<file path="src/rtl/core/wgp_pkg.sv">
// ----------------------------------------------------------------------------
// wgp_pkg
// Shared codes and constants of the wavefront grid path planner.
// ----------------------------------------------------------------------------
`default_nettype none

package wgp_pkg;

   // stored cell codes
   localparam logic [12:0] CODE_FREE    = 13'd0;
   localparam logic [12:0] CODE_WALL    = 13'd1;
   localparam logic [12:0] CODE_GOAL    = 13'd2;
   localparam logic [12:0] CODE_UNKNOWN = 13'd8191;

   localparam logic signed [7:0] RAW_OCCUPIED = 8'sd100;
   localparam logic signed [7:0] RAW_FREE     = 8'sd0;
   localparam logic [5:0]        RUN_LIMIT    = 6'd63;

   // result status codes
   localparam logic [1:0] ST_OK          = 2'd0;
   localparam logic [1:0] ST_NOT_READY   = 2'd1;
   localparam logic [1:0] ST_UNREACHABLE = 2'd2;
   localparam logic [1:0] ST_FINISHED    = 2'd3;

   // headings
   localparam logic [1:0] DIR_NORTH = 2'd0;
   localparam logic [1:0] DIR_SOUTH = 2'd1;
   localparam logic [1:0] DIR_EAST  = 2'd2;
   localparam logic [1:0] DIR_WEST  = 2'd3;

   // register indexes
   localparam logic [2:0] REG_GRID_WIDTH  = 3'd0;
   localparam logic [2:0] REG_GRID_HEIGHT = 3'd1;
   localparam logic [2:0] REG_START_COL   = 3'd2;
   localparam logic [2:0] REG_START_ROW   = 3'd3;
   localparam logic [2:0] REG_GOAL_COL    = 3'd4;
   localparam logic [2:0] REG_GOAL_ROW    = 3'd5;

endpackage

`default_nettype wire

</file>
<file path="src/rtl/core/wgp_nbr.sv">
// ----------------------------------------------------------------------------
// wgp_nbr
// Neighbor step unit: moves one cell in a heading and checks the grid bounds.
// ----------------------------------------------------------------------------
`default_nettype none

module wgp_nbr #(
   parameter int PCW = 6,
   parameter int UCW = 7
) (
   input  wire logic [PCW-1:0] col,
   input  wire logic [PCW-1:0] row,
   input  wire logic [1:0]     dir,
   input  wire logic [UCW-1:0] used_cols,
   input  wire logic [UCW-1:0] used_rows,
   output logic      [PCW-1:0] nb_col,
   output logic      [PCW-1:0] nb_row,
   output logic                nb_inside
);
   import wgp_pkg::*;

   logic [UCW-1:0] col_up;
   logic [UCW-1:0] row_up;

   assign col_up = UCW'(col) + UCW'(1);
   assign row_up = UCW'(row) + UCW'(1);

   // step one cell and test against the used grid
   always_comb begin
      nb_col    = col;
      nb_row    = row;
      nb_inside = 1'b0;
      unique case (dir)
         DIR_NORTH: begin
            nb_row    = row - PCW'(1);
            nb_inside = (row != '0);
         end
         DIR_SOUTH: begin
            nb_row    = row + PCW'(1);
            nb_inside = (row_up < used_rows);
         end
         DIR_EAST: begin
            nb_col    = col + PCW'(1);
            nb_inside = (col_up < used_cols);
         end
         default: begin
            nb_col    = col - PCW'(1);
            nb_inside = (col != '0);
         end
      endcase
   end

endmodule

`default_nettype wire

</file>
<file path="config.mk">
export PLATFORM = sky130hd
export DESIGN_NAME = wgp_nbr
export DESIGN_NICKNAME = d
export VERILOG_FILES = /design/src/rtl/core/wgp_pkg.sv /design/src/rtl/core/wgp_nbr.sv
export SDC_FILE = /design/constraint.sdc
export NUM_CORES = 1
export LEC_CHECK = 0
export ABC_AREA = 1
export BUFFER_PORTS_ARGS = -buffer_cell sky130_fd_sc_hd__buf_4
export CORE_MARGIN = 5
export CORE_UTILIZATION = 53
export DETAILED_ROUTE_END_ITERATION = 10
export PLACE_DENSITY = 0.91
export SLEW_MARGIN = 25
export SYNTH_ARGS = -nofsm -noshare
export SYNTH_HDL_FRONTEND = slang
export SYNTH_SLANG_ARGS = --single-unit
</file>
<file path="constraint.sdc">
create_clock -name vclk -period 2.3
set_input_delay 0.46 -clock vclk [all_inputs]
set_output_delay 0.46 -clock vclk [all_outputs]
set_load 0.02 [all_outputs]
</file>
==> run summary, run 1 <==
Post-GRT worst EP: nb_inside
Halt point of the flow: global routing (5_1_grt)
Num ports: 41
YS warnings: 0
Synth cell types: 19
Worst EP Category: primary output
Chip width: 56.2 um
HPWL after DPL: 2880 um
Die Ht: 56.2 um
Initial antenna violation count: 0
Starting Density: 56.6%
I/O Buffers: 41
Area of the mapped netlist: 1130 um^2
Post-Syn Area per Cell: 5.53 um^2
Synthesized net count: 259
Dpl cells: 295
Row cnt: 16
Largest net degree at the start of global routing: 14
Error msg: [ERROR DPL-0033] detailed placement checks failed during check placement.
Mapped Cells: 205
RePlAce Congestion: 0.831
Outcome: aborted with a tool error
Sequential share of the synthesized area: 0%
==> timing repair <==
action	CTS
gates resized for setup	22
setup endpoints to repair	5
buffers inserted	1
hold buffers	0
pin swaps	8
cloned	0
==> cell usage after synthesis (all sizes together), types with 2 or more instances <==
library cell / n / share of area [%]
ha: 24 / 26
o21ai: 4 / 1.8
inv: 45 / 15
nor2: 16 / 5.3
nand3: 18 / 7.9
xor2: 8 / 6.2
buf: 2 / 0.88
a21oi: 9 / 4.0
nand4: 5 / 2.8
fa: 2 / 3.5
o22ai: 4 / 2.2
nand2: 63 / 21
==> stage by stage <==
stage                     worst slack (ns)  cell area (um^2)   TNS, ns  hold slack (ns)
after floorplan                     0.0411              1130         0             1.04
after global placement             -0.0571              1650    -0.108             1.26
after detailed placement           -0.0908              1650    -0.295             1.26
after CTS                         -0.00634              1760  -0.00634             1.26
==> kinds of logic after synthesis <==
kind of cell	count (synthesis)	share of synthesized area, %
fa+ha+maj	26	30.0
buf+inv	47	15.8
compound gates	17	7.95
simple gates	106	39.3
xor+xnor	9	6.95
==> run 2: changes to the inputs <==
Settings changed: CORE_AREA set to 5 5 66 68, CORE_MARGIN 5 to unset, CORE_UTILIZATION 53 to unset, DIE_AREA set to 0 0 71 73, PLACE_DENSITY 0.91 to unset, PLACE_DENSITY_LB_ADDON set to 0.15.
==> run 2 against run 1 <==
The flow now finishes, with violations (setup timing). Synthesized area stayed put. Synthesized cell count stayed put.
==> run summary, run 2 <==
Nets@finish: 328
Total power density per cell area: 223 nW/um^2
Worst hold start: dir[1]
Overflow after GRT: 0
Worst Setup Path Type: in2out
Synth cell types: 19 (unchanged)
MaxCap Viol Count: 0
DR pass1 iterations: 4
Vias in the first global route: 1352
Area of the mapped netlist: 1130 um^2 (unchanged)
Maximum vdd drop: 112 uV
Worst Hold End: nb_col[5]
Initial antenna violation count: 0
DR vias: 1447
Largest net degree at the start of global routing: 14
P&R area growth vs syn: 71.1%
DRT antenna net count: 0
Sequential share of the synthesized area: 0% (unchanged)
Final number of setup-violating endpoints: 1
Via/cell ratio: 4.49
Required time worst endpoint: 1.84 ns
RePlAce Congestion: 0.788 (was 0.831)
Starting Density: 29.8% (was 56.6%)
Core area: 3800 um^2
Synth area leaders: ha_1 (26%), nand2_1 (21%), inv_1 (14%), nand3_1 (7.9%), xor2_1 (6.2%) (unchanged)
CP Launch Type: input port
Violated checks: setup timing
Layout cell share with drive strength beyond 1: 37.9%
Critical Path Fanout Max: 4
Mapped Cells: 205 (unchanged)
Sequential cell count: 0
Post-Syn Area per Cell: 5.53 um^2 (unchanged)
Filler cells: 417
I/O Buffers: 41 (unchanged)
Most common cell after layout, fill and taps aside: buf_4
YS warnings: 0 (unchanged)
Worst hold path class: in2out
Hold Buf Count CTS: 0 (unchanged)
Fin worst setup slack: -0.0422 ns
RSZ-0062 raised after global routing: true
Dominant cell by count in the synthesized netlist: nand2_1 (unchanged)
Hold Fails Final Rpt: 0
Slew Viols, Final: 0
Area leader, netlist: ha_1 (unchanged)
Outcome: complete, but fails checks (was aborted with a tool error)
Clkbuf count: 0
Crit end category: output pin
Worst Max-Slew Pin Slew: 0.194 ns
Achievable Freq: 427 MHz
Drt drc: 0
Global Route Usage Sum: 12.6%
Drt total wl: 3410 um
HPWL after DPL: 2720 um (was 2880 um)
Wire per inst: 10.6 um
Slew Limit Headroom: 86.9%
ANT cells: 0
Global-route wire length before repair: 5530 um
Num ports: 41 (unchanged)
Final min period: 2.34 ns
Fin crit share: 102%
Leakage power: 1.08 nW
Most frequent cells in the layout: buf_4 (61), nand2_1 (56), inv_1 (40)
Post-synth top cells: nand2_1 (62), inv_1 (43), ha_1 (24) (unchanged)
Synthesized net count: 259 (unchanged)
Sequential cell area: 0 um^2
Die Ht: 73 um (was 56.2 um)
Row cnt: 23 (was 16)
DR iter-0 viols: 60
Share of Yosys cell area claimed by the top area cell type: 26.5% (unchanged)
Die area: 5180 um^2
Hold Path Stages: 4
CP arrival: 1.88 ns
Chip width: 71 um (was 56.2 um)
Hold Slack: 1.27 ns
Total power: 0.432 mW
==> run 2: cell counts after synthesis <==
Identical to the previous run, type by type.
==> run 2: logic make-up after synthesis <==
family | Yosys count | synth area share [%]
adder cells (fa/ha/maj) | 26 | 30.0
buffers and inverters | 47 | 15.8
AO/OA/AOI/OAI | 17 | 7.95
AND/OR/NAND/NOR | 106 | 39.3
XOR/XNOR | 9 | 6.95
==> run 2: where the power goes <==
| part | internal (mW) | switching [mW] |
|---|---|---|
| Combinational | 0.208 | 0.224 |
| Sequential | 0 | 0 |
| Clock | 0 | 0 |
==> run 2: worst max-delay path by stage <==
stage | slack (ns) | cells after the start | start | to
2_1_floorplan | 0.04 | 8 | dir[0] | nb_col[3]
3_3_place_gp | -0.11 | 12 | col[0] | nb_inside
3_5_place_dp | -0.11 | 12 | col[0] | nb_inside
4_1_cts | -0.02 | 13 | row[0] | nb_inside
5_1_grt | -0.12 | 13 | col[3] | nb_inside
6_report | -0.04 | 12 | col[0] | nb_inside
==> run 2: per-stage QoR <==
stage | std cells | TNS, ns | utilization (%) | cell area, um^2 | worst slack (ns)
floorplan | 205 | 0 | - | 1130 | 0.0411
global placement | 318 | -0.194 | 44.1 | 1670 | -0.115
detailed placement | 318 | -0.208 | 44.1 | 1670 | -0.114
CTS | 318 | -0.0200 | 47.1 | 1790 | -0.0200
global route | 322 | -0.149 | 51.1 | 1940 | -0.116
finish | 322 | -0.0422 | 51.1 | 1940 | -0.0422
==> run 2: critical path: stages <==
cell and delay (ns):
buf_6 0.11, ha_4 0.16, nand3_2 0.09, xor2_1 0.14
inv_1 0.09, ha_4 0.27, nand2_1 0.06, nor2_2 0.09
nand2_1 0.06, nand3_1 0.07, nand4_1 0.10, buf_4 0.18
==> run 2: final cells by class <==
class,instances,area [um^2],share of cell area [%]
Timing Repair Buffer,69,552,28.5
Multi-Input combinational cell,158,1150,59.4
Inverter,45,174,8.97
Tap cell,50,62.6,3.23
==> run 2: per-layer routing <==
layer	GRT usage [%]	vias to the layer above	part of all wire [%]
met3	1.79	0	5.3
li1	-	780	-
met4	0	0	0
met1	14.7	638	41
met2	25.7	29	53
met5	0	-	0
==> run 2: repair_timing <==
| item | CTS | global route |
|---|---|---|
| buffers inserted | 0 | 4 |
| pin swaps | 10 | 17 |
| resized for setup | 19 | 31 |
| endpoints found under the setup margin | 5 | 7 |
Note: power is estimated with default switching activity, not from simulation.
